==> src/hdl/sobel_pkg.sv <==
// Package for the Sobel edge magnitude block: payload structs, register
// indexes, controller states and the command/status bundles.
// No dependencies.
package sobel_pkg;

   typedef struct packed {
      logic [7:0] pixel;
      logic       frame_start;
   } pixel_beat_type;

   typedef struct packed {
      logic [7:0]  magnitude;
      logic [9:0]  out_column;
      logic [11:0] out_row;
      logic        frame_end;
   } result_beat_type;

   localparam logic CSR_FRAME_WIDTH  = 1'b0;
   localparam logic CSR_FRAME_HEIGHT = 1'b1;

   localparam int ROOT_STEPS = 8;

   typedef enum logic [2:0] {
      ST_IDLE,
      ST_READ,
      ST_SQUARE,
      ST_ROOT,
      ST_DONE
   } state_type;

   typedef struct packed {
      logic accept;     // take the input beat, start line store read
      logic update;     // line stores, window and position advance
      logic square;     // form the sum of squares
      logic root_load;  // load the square root unit
      logic root_step;  // one two-bit step of the root
      logic finish;     // move the result into the output register
   } command_type;

   typedef struct packed {
      logic emit;       // current pixel completes an interior window
      logic out_free;   // output register can take a result this cycle
   } status_type;

endpackage

==> src/hdl/sobel_ctrl.sv <==
// Controller of the Sobel block: sequences read, update, square and root
// steps for one pixel beat. Depends on sobel_pkg.
module sobel_ctrl (
   input  logic                   clock,
   input  logic                   reset,
   input  logic                   req_valid,
   output logic                   req_ready,
   input  sobel_pkg::status_type  status,
   output sobel_pkg::command_type cmd
);
   import sobel_pkg::*;

   state_type state_ff, state_in;
   logic [3:0] step_ff, step_in;

   always_ff @(posedge clock) begin
      if (reset) begin
         state_ff <= ST_IDLE;
         step_ff  <= '0;
      end else begin
         state_ff <= state_in;
         step_ff  <= step_in;
      end
   end

   always_comb begin
      state_in  = state_ff;
      step_in   = step_ff;
      cmd       = '0;
      req_ready = 1'b0;
      unique case (state_ff)
         ST_IDLE: begin
            req_ready = 1'b1;
            if (req_valid) begin
               cmd.accept = 1'b1;
               state_in   = ST_READ;
            end
         end
         ST_READ: begin
            cmd.update = 1'b1;
            state_in   = status.emit ? ST_SQUARE : ST_IDLE;
         end
         ST_SQUARE: begin
            cmd.square = 1'b1;
            state_in   = ST_ROOT;
            step_in    = '0;
         end
         ST_ROOT: begin
            // The first cycle loads the settled sum of squares, the rest step the root.
            if (step_ff == 4'd0)
               cmd.root_load = 1'b1;
            else
               cmd.root_step = 1'b1;
            step_in = step_ff + 4'd1;
            if (step_ff == 4'(ROOT_STEPS))
               state_in = ST_DONE;
         end
         ST_DONE: begin
            if (status.out_free) begin
               cmd.finish = 1'b1;
               state_in   = ST_IDLE;
            end
         end
         default: state_in = ST_IDLE;
      endcase
   end

   logic loaded_ff;
   always_ff @(posedge clock) begin
      if (reset)
         loaded_ff <= 1'b0;
      else if (cmd.root_load)
         loaded_ff <= 1'b1;
      else if (cmd.finish)
         loaded_ff <= 1'b0;
   end

   a_finish_free: assert property (@(posedge clock) disable iff (reset)
      cmd.finish |-> status.out_free)
      else $error("result written while output register is held");

   a_accept_read: assert property (@(posedge clock) disable iff (reset)
      (req_valid && req_ready) |=> (state_ff == ST_READ))
      else $error("accepted beat not followed by line store update");

   a_step_loaded: assert property (@(posedge clock) disable iff (reset)
      cmd.root_step |-> loaded_ff)
      else $error("root step without a loaded radicand");

endmodule

==> config.mk <==
export PLATFORM = sky130hd
export DESIGN_NAME = sobel_ctrl
export DESIGN_NICKNAME = d
export VERILOG_FILES = /design/src/hdl/sobel_pkg.sv /design/src/hdl/sobel_ctrl.sv
export SDC_FILE = /design/constraint.sdc
export NUM_CORES = 1
export LEC_CHECK = 0
export ABC_CLOCK_PERIOD_IN_PS = 1450
export BUFFER_PORTS_ARGS = -buffer_cell sky130_fd_sc_hd__buf_2
export CORE_AREA = 3 3 40 42
export CTS_CLUSTER_SIZE = 28
export DETAILED_ROUTE_END_ITERATION = 7
export DIE_AREA = 0 0 43 45
export SKIP_LAST_GASP = 1
export SLEW_MARGIN = 10
export SYNTH_ARGS = -nofsm -noshare
export SYNTH_HDL_FRONTEND = slang
export SYNTH_SLANG_ARGS = --single-unit
==> constraint.sdc <==
create_clock -name clock -period 1.45 [get_ports clock]
set_clock_uncertainty 0.05 [all_clocks]
set_input_delay 0 -clock clock [delete_from_list [all_inputs] [get_ports clock]]
set_output_delay 0 -clock clock [all_outputs]
set_load 0.005 [all_outputs]
==> out/summary.md <==
The library cell occupying the most area in the post-synthesis netlist was dfxtp_1. The number of enable flip-flop cells after synthesis was 0. The region available for standard cell placement spans 1285 um2. Cells with a size suffix above 1 make up 48.61% of the layout. The number of nets with antenna violations after routing is 0, and the minimum period implied by the final worst setup slack is 1.398 ns.

The endpoint arrival time on the critical path was 1.35 ns; the final cell count without fillers was 87. The buffer levels on the longest clock path is 2, and the core utilization of the finished layout is 48.78%. Ranked by instance count, the synthesized netlist is headed by 7 x dfxtp_1, 4 x a21oi_1, 4 x nand2_1, 4 x nor2_1, 4 x nor2b_1. The tools report the worst slack on hold paths as 0.05616 ns. The placed instances occupy a cell area of 510.5 um2. The number of global-route vias before repair is 387.

TritonCTS built the clock tree. The worst hold path belongs to the class in -> reg. The width of the die was 43 um; the total overflow reported by the global router was 0. The final-report setup violation count was 0; the routed wire length was 1.126 mm. Counting every net in the synthesized netlist gives 58. Leakage power total: 0.2820 nW. In this run the power density over the cells is 920.9 nW/um2. For this configuration, the core starts out at a cell density of 33.50%. The post-route cell area is 626.9 um2, and the iteration count of the initial detailed-routing pass is 2.

Mean routed wirelength per cell: 12.94 um. The sequential cell fraction of total power is 41.5%. The tools report the internal power component as 404.2 uW.

Across all layers, the routed design uses 446 vias. After detailed routing, the number of remaining DRC violations is 0. The count of distinct cell types in the synthesized netlist is 28, and the number of cells on the worst hold path is 4. The clock-pin transition on the worst setup and hold timing paths came out at 0.06 ns. Highest fanout seen on the critical path: 3. Dividing the final minimum period by the clock period gives 96.44%. The hold violation total from the final report was 0; the total number of nets in the final design was 80.

The cell count after placement was 78. The floorplan has 13 rows. The area growth from synthesis to layout is 45.64%. Mean cell area of the mapped netlist: 8.439 um2. Die outline area: 1935 um2.

The floorplan step set the die height to 45 um. For this run, the total global-route usage over all layers was measured as 11.94%. The logs give 0.8293 for the weighted congestion at the end of routability-driven global placement and 11 for the largest net degree at the start of global routing. The cell sitting at the root of the clock tree is a clkbuf_4. Counting cells, the worst reg-to-reg path comes to 5. Based on the critical path, the design can be clocked at up to 0.7151 GHz. By instance count, the leading cell after synthesis is dfxtp_1. The critical path in this run is classified as reg -> out.

The tools report the worst slew margin relative to its limit as 77.51%. The number of antenna diodes in the final layout is 0. For this design the total switching power over the nets is 173.1 uW.

Number of DRC violations after detailed-routing iteration 0: 1. Buffers inserted during clock tree synthesis total 3. The worst vdd rail ir drop was 0.0003844 V. In the synthesized netlist the async set-or-reset flop fraction comes to 0%. In this run switching power makes up 29.99% of total power.

The tools report the combinational power share as 26.1%. The main flop type after synthesis was dfxtp_1. Synthesis inferred 7 register bits. In the routed layout, each cell is associated on average with a via count of 5.126. STA classifies the critical path startpoint as a flip-flop. The top cell type by area accounts for 32.56% of the synthesized area. The clock latency on the worst-skew pair is 0.26 ns, and the required time of the critical path is 1.40 ns. The count of buffers from port buffering is 11.

The run finished with clean final reports. Yosys printed 0 warnings. The number of antenna violations at the first check in global routing is 0. The sequential cell area fraction in the yosys report is 32.56%, and the actual transition at the worst max-transition pin is 0.3288 ns. For the maximum level of the CTS H-tree, the log shows 1. Prior to clock tree synthesis, the placed netlist has a worst setup slack of 0.07054 ns. Setup repair after global routing could not meet its margin everywhere. The wire-length estimate of the detail-placed layout is 713.4 um. The run gives 32.4% as the part of the power in the clock network. The total number of clock tree sinks was 7. The logs give 1.697 mm for the first-pass GRT wire length and 0 for the total count of max-transition violations in the final report. Counting every instance in the synthesized netlist gives 51. The run gives 0.05164 ns as the worst-case setup margin in the final layout.

The worst setup path is captured at an output pin. Sorting the synthesized cells by area gives the leading types as dfxtp_1 33%, ha_1 5.8%, nor2b_1 5.8%. Number of placed I/O pins: 12. After synthesis the cells add up to 430.4 um2. Across the run, the number of max-cap violations was 0.
==> power groups by stage <==
stage	clock, mW	combinational (mW)	sequential (mW)
6_report	0.187	0.150	0.240
5_1_grt	0.194	0.167	0.243
4_1_cts	0.187	0.144	0.234
3_5_place_dp	0	0.134	0.238
3_3_place_gp	0	0.134	0.238
2_1_floorplan	0	0.101	0.221
==> cells in the final DEF (no fill, tap or decap), types with 2 or more instances in the layout <==
cell,instances
inv_2,2
dfxtp_1,2
clkbuf_4,3
nand2_1,4
a21oi_1,4
dfxtp_2,5
buf_4,6
nor2_1,4
dlygate4sd3_1,2
buf_2,10
nor2b_4,2
nand3_1,3
==> sequential cells by signal (all words and copies together), names as in the netlist <==
name      count
state_ff      3
step_ff       4
==> layer usage <==
metal / global-route usage (%) / vias to the layer above / part of all wire [%]
met2: 20.66 / 9 / 51
met5: 0 / - / 0
li1: - / 230 / -
met3: 2.390 / 2 / 4.1
met1: 13.59 / 205 / 43
met4: 7.229 / 0 / 1.2
==> worst max-delay path: stages (launching register included) <==
cell and delay (ns):
dfxtp_2 0.32, inv_2 0.07, ha_4 0.12, nor2b_4 0.14
nor2b_4 0.15, and3_4 0.19, buf_6 0.09
==> cells by family (layout without fill, tap and decap cells) <==
logic type | count (synthesis) | count (layout) | share of synthesized area [%]
and+or+nand+nor | 26 | 26 | 36.04
AOI/OAI and AO/OA | 10 | 10 | 15.12
DFF | 7 | 7 | 32.56
buffers and inverters | 4 | 25 | 5.523
adders and majority gates | 2 | 2 | 5.813
muxes | 2 | 2 | 4.942
==> metrics by stage <==
stage	total power [mW]	TNS, ns
2_1_floorplan	0.3217	0
5_1_grt	0.6038	-0.01579
4_1_cts	0.5647	0
6_report	0.5773	0
3_5_place_dp	0.3727	0
3_3_place_gp	0.3724	0
==> cell type report <==
cell class	count	area, um2
fillers	129	658.1
multi-input cells	40	301.5
flip-flops and latches	7	146.4
repair buffers	19	126.4
clock buffers	4	26.28
well taps	15	18.77
inverters	2	7.507
==> final timing paths <==
path	from	to	slack, ns
setup / recovery	step_ff[0]	cmd[2]	0.05
hold / removal	status[0]	state_ff[2]	0.06
setup reg to reg	step_ff[0]	step_ff[3]	0.08
hold reg to reg	step_ff[2]	step_ff[2]	0.49
==> timing repair <==
item,in CTS,in global routing
endpoints found under the hold margin,7,0
cloned,0,0
setup buffers,2,1
pin swaps,0,1
gates resized for setup,7,9
hold buffers,2,0
setup endpoints to repair,2,4
No activity file was read; power rests on OpenSTA's default activity.
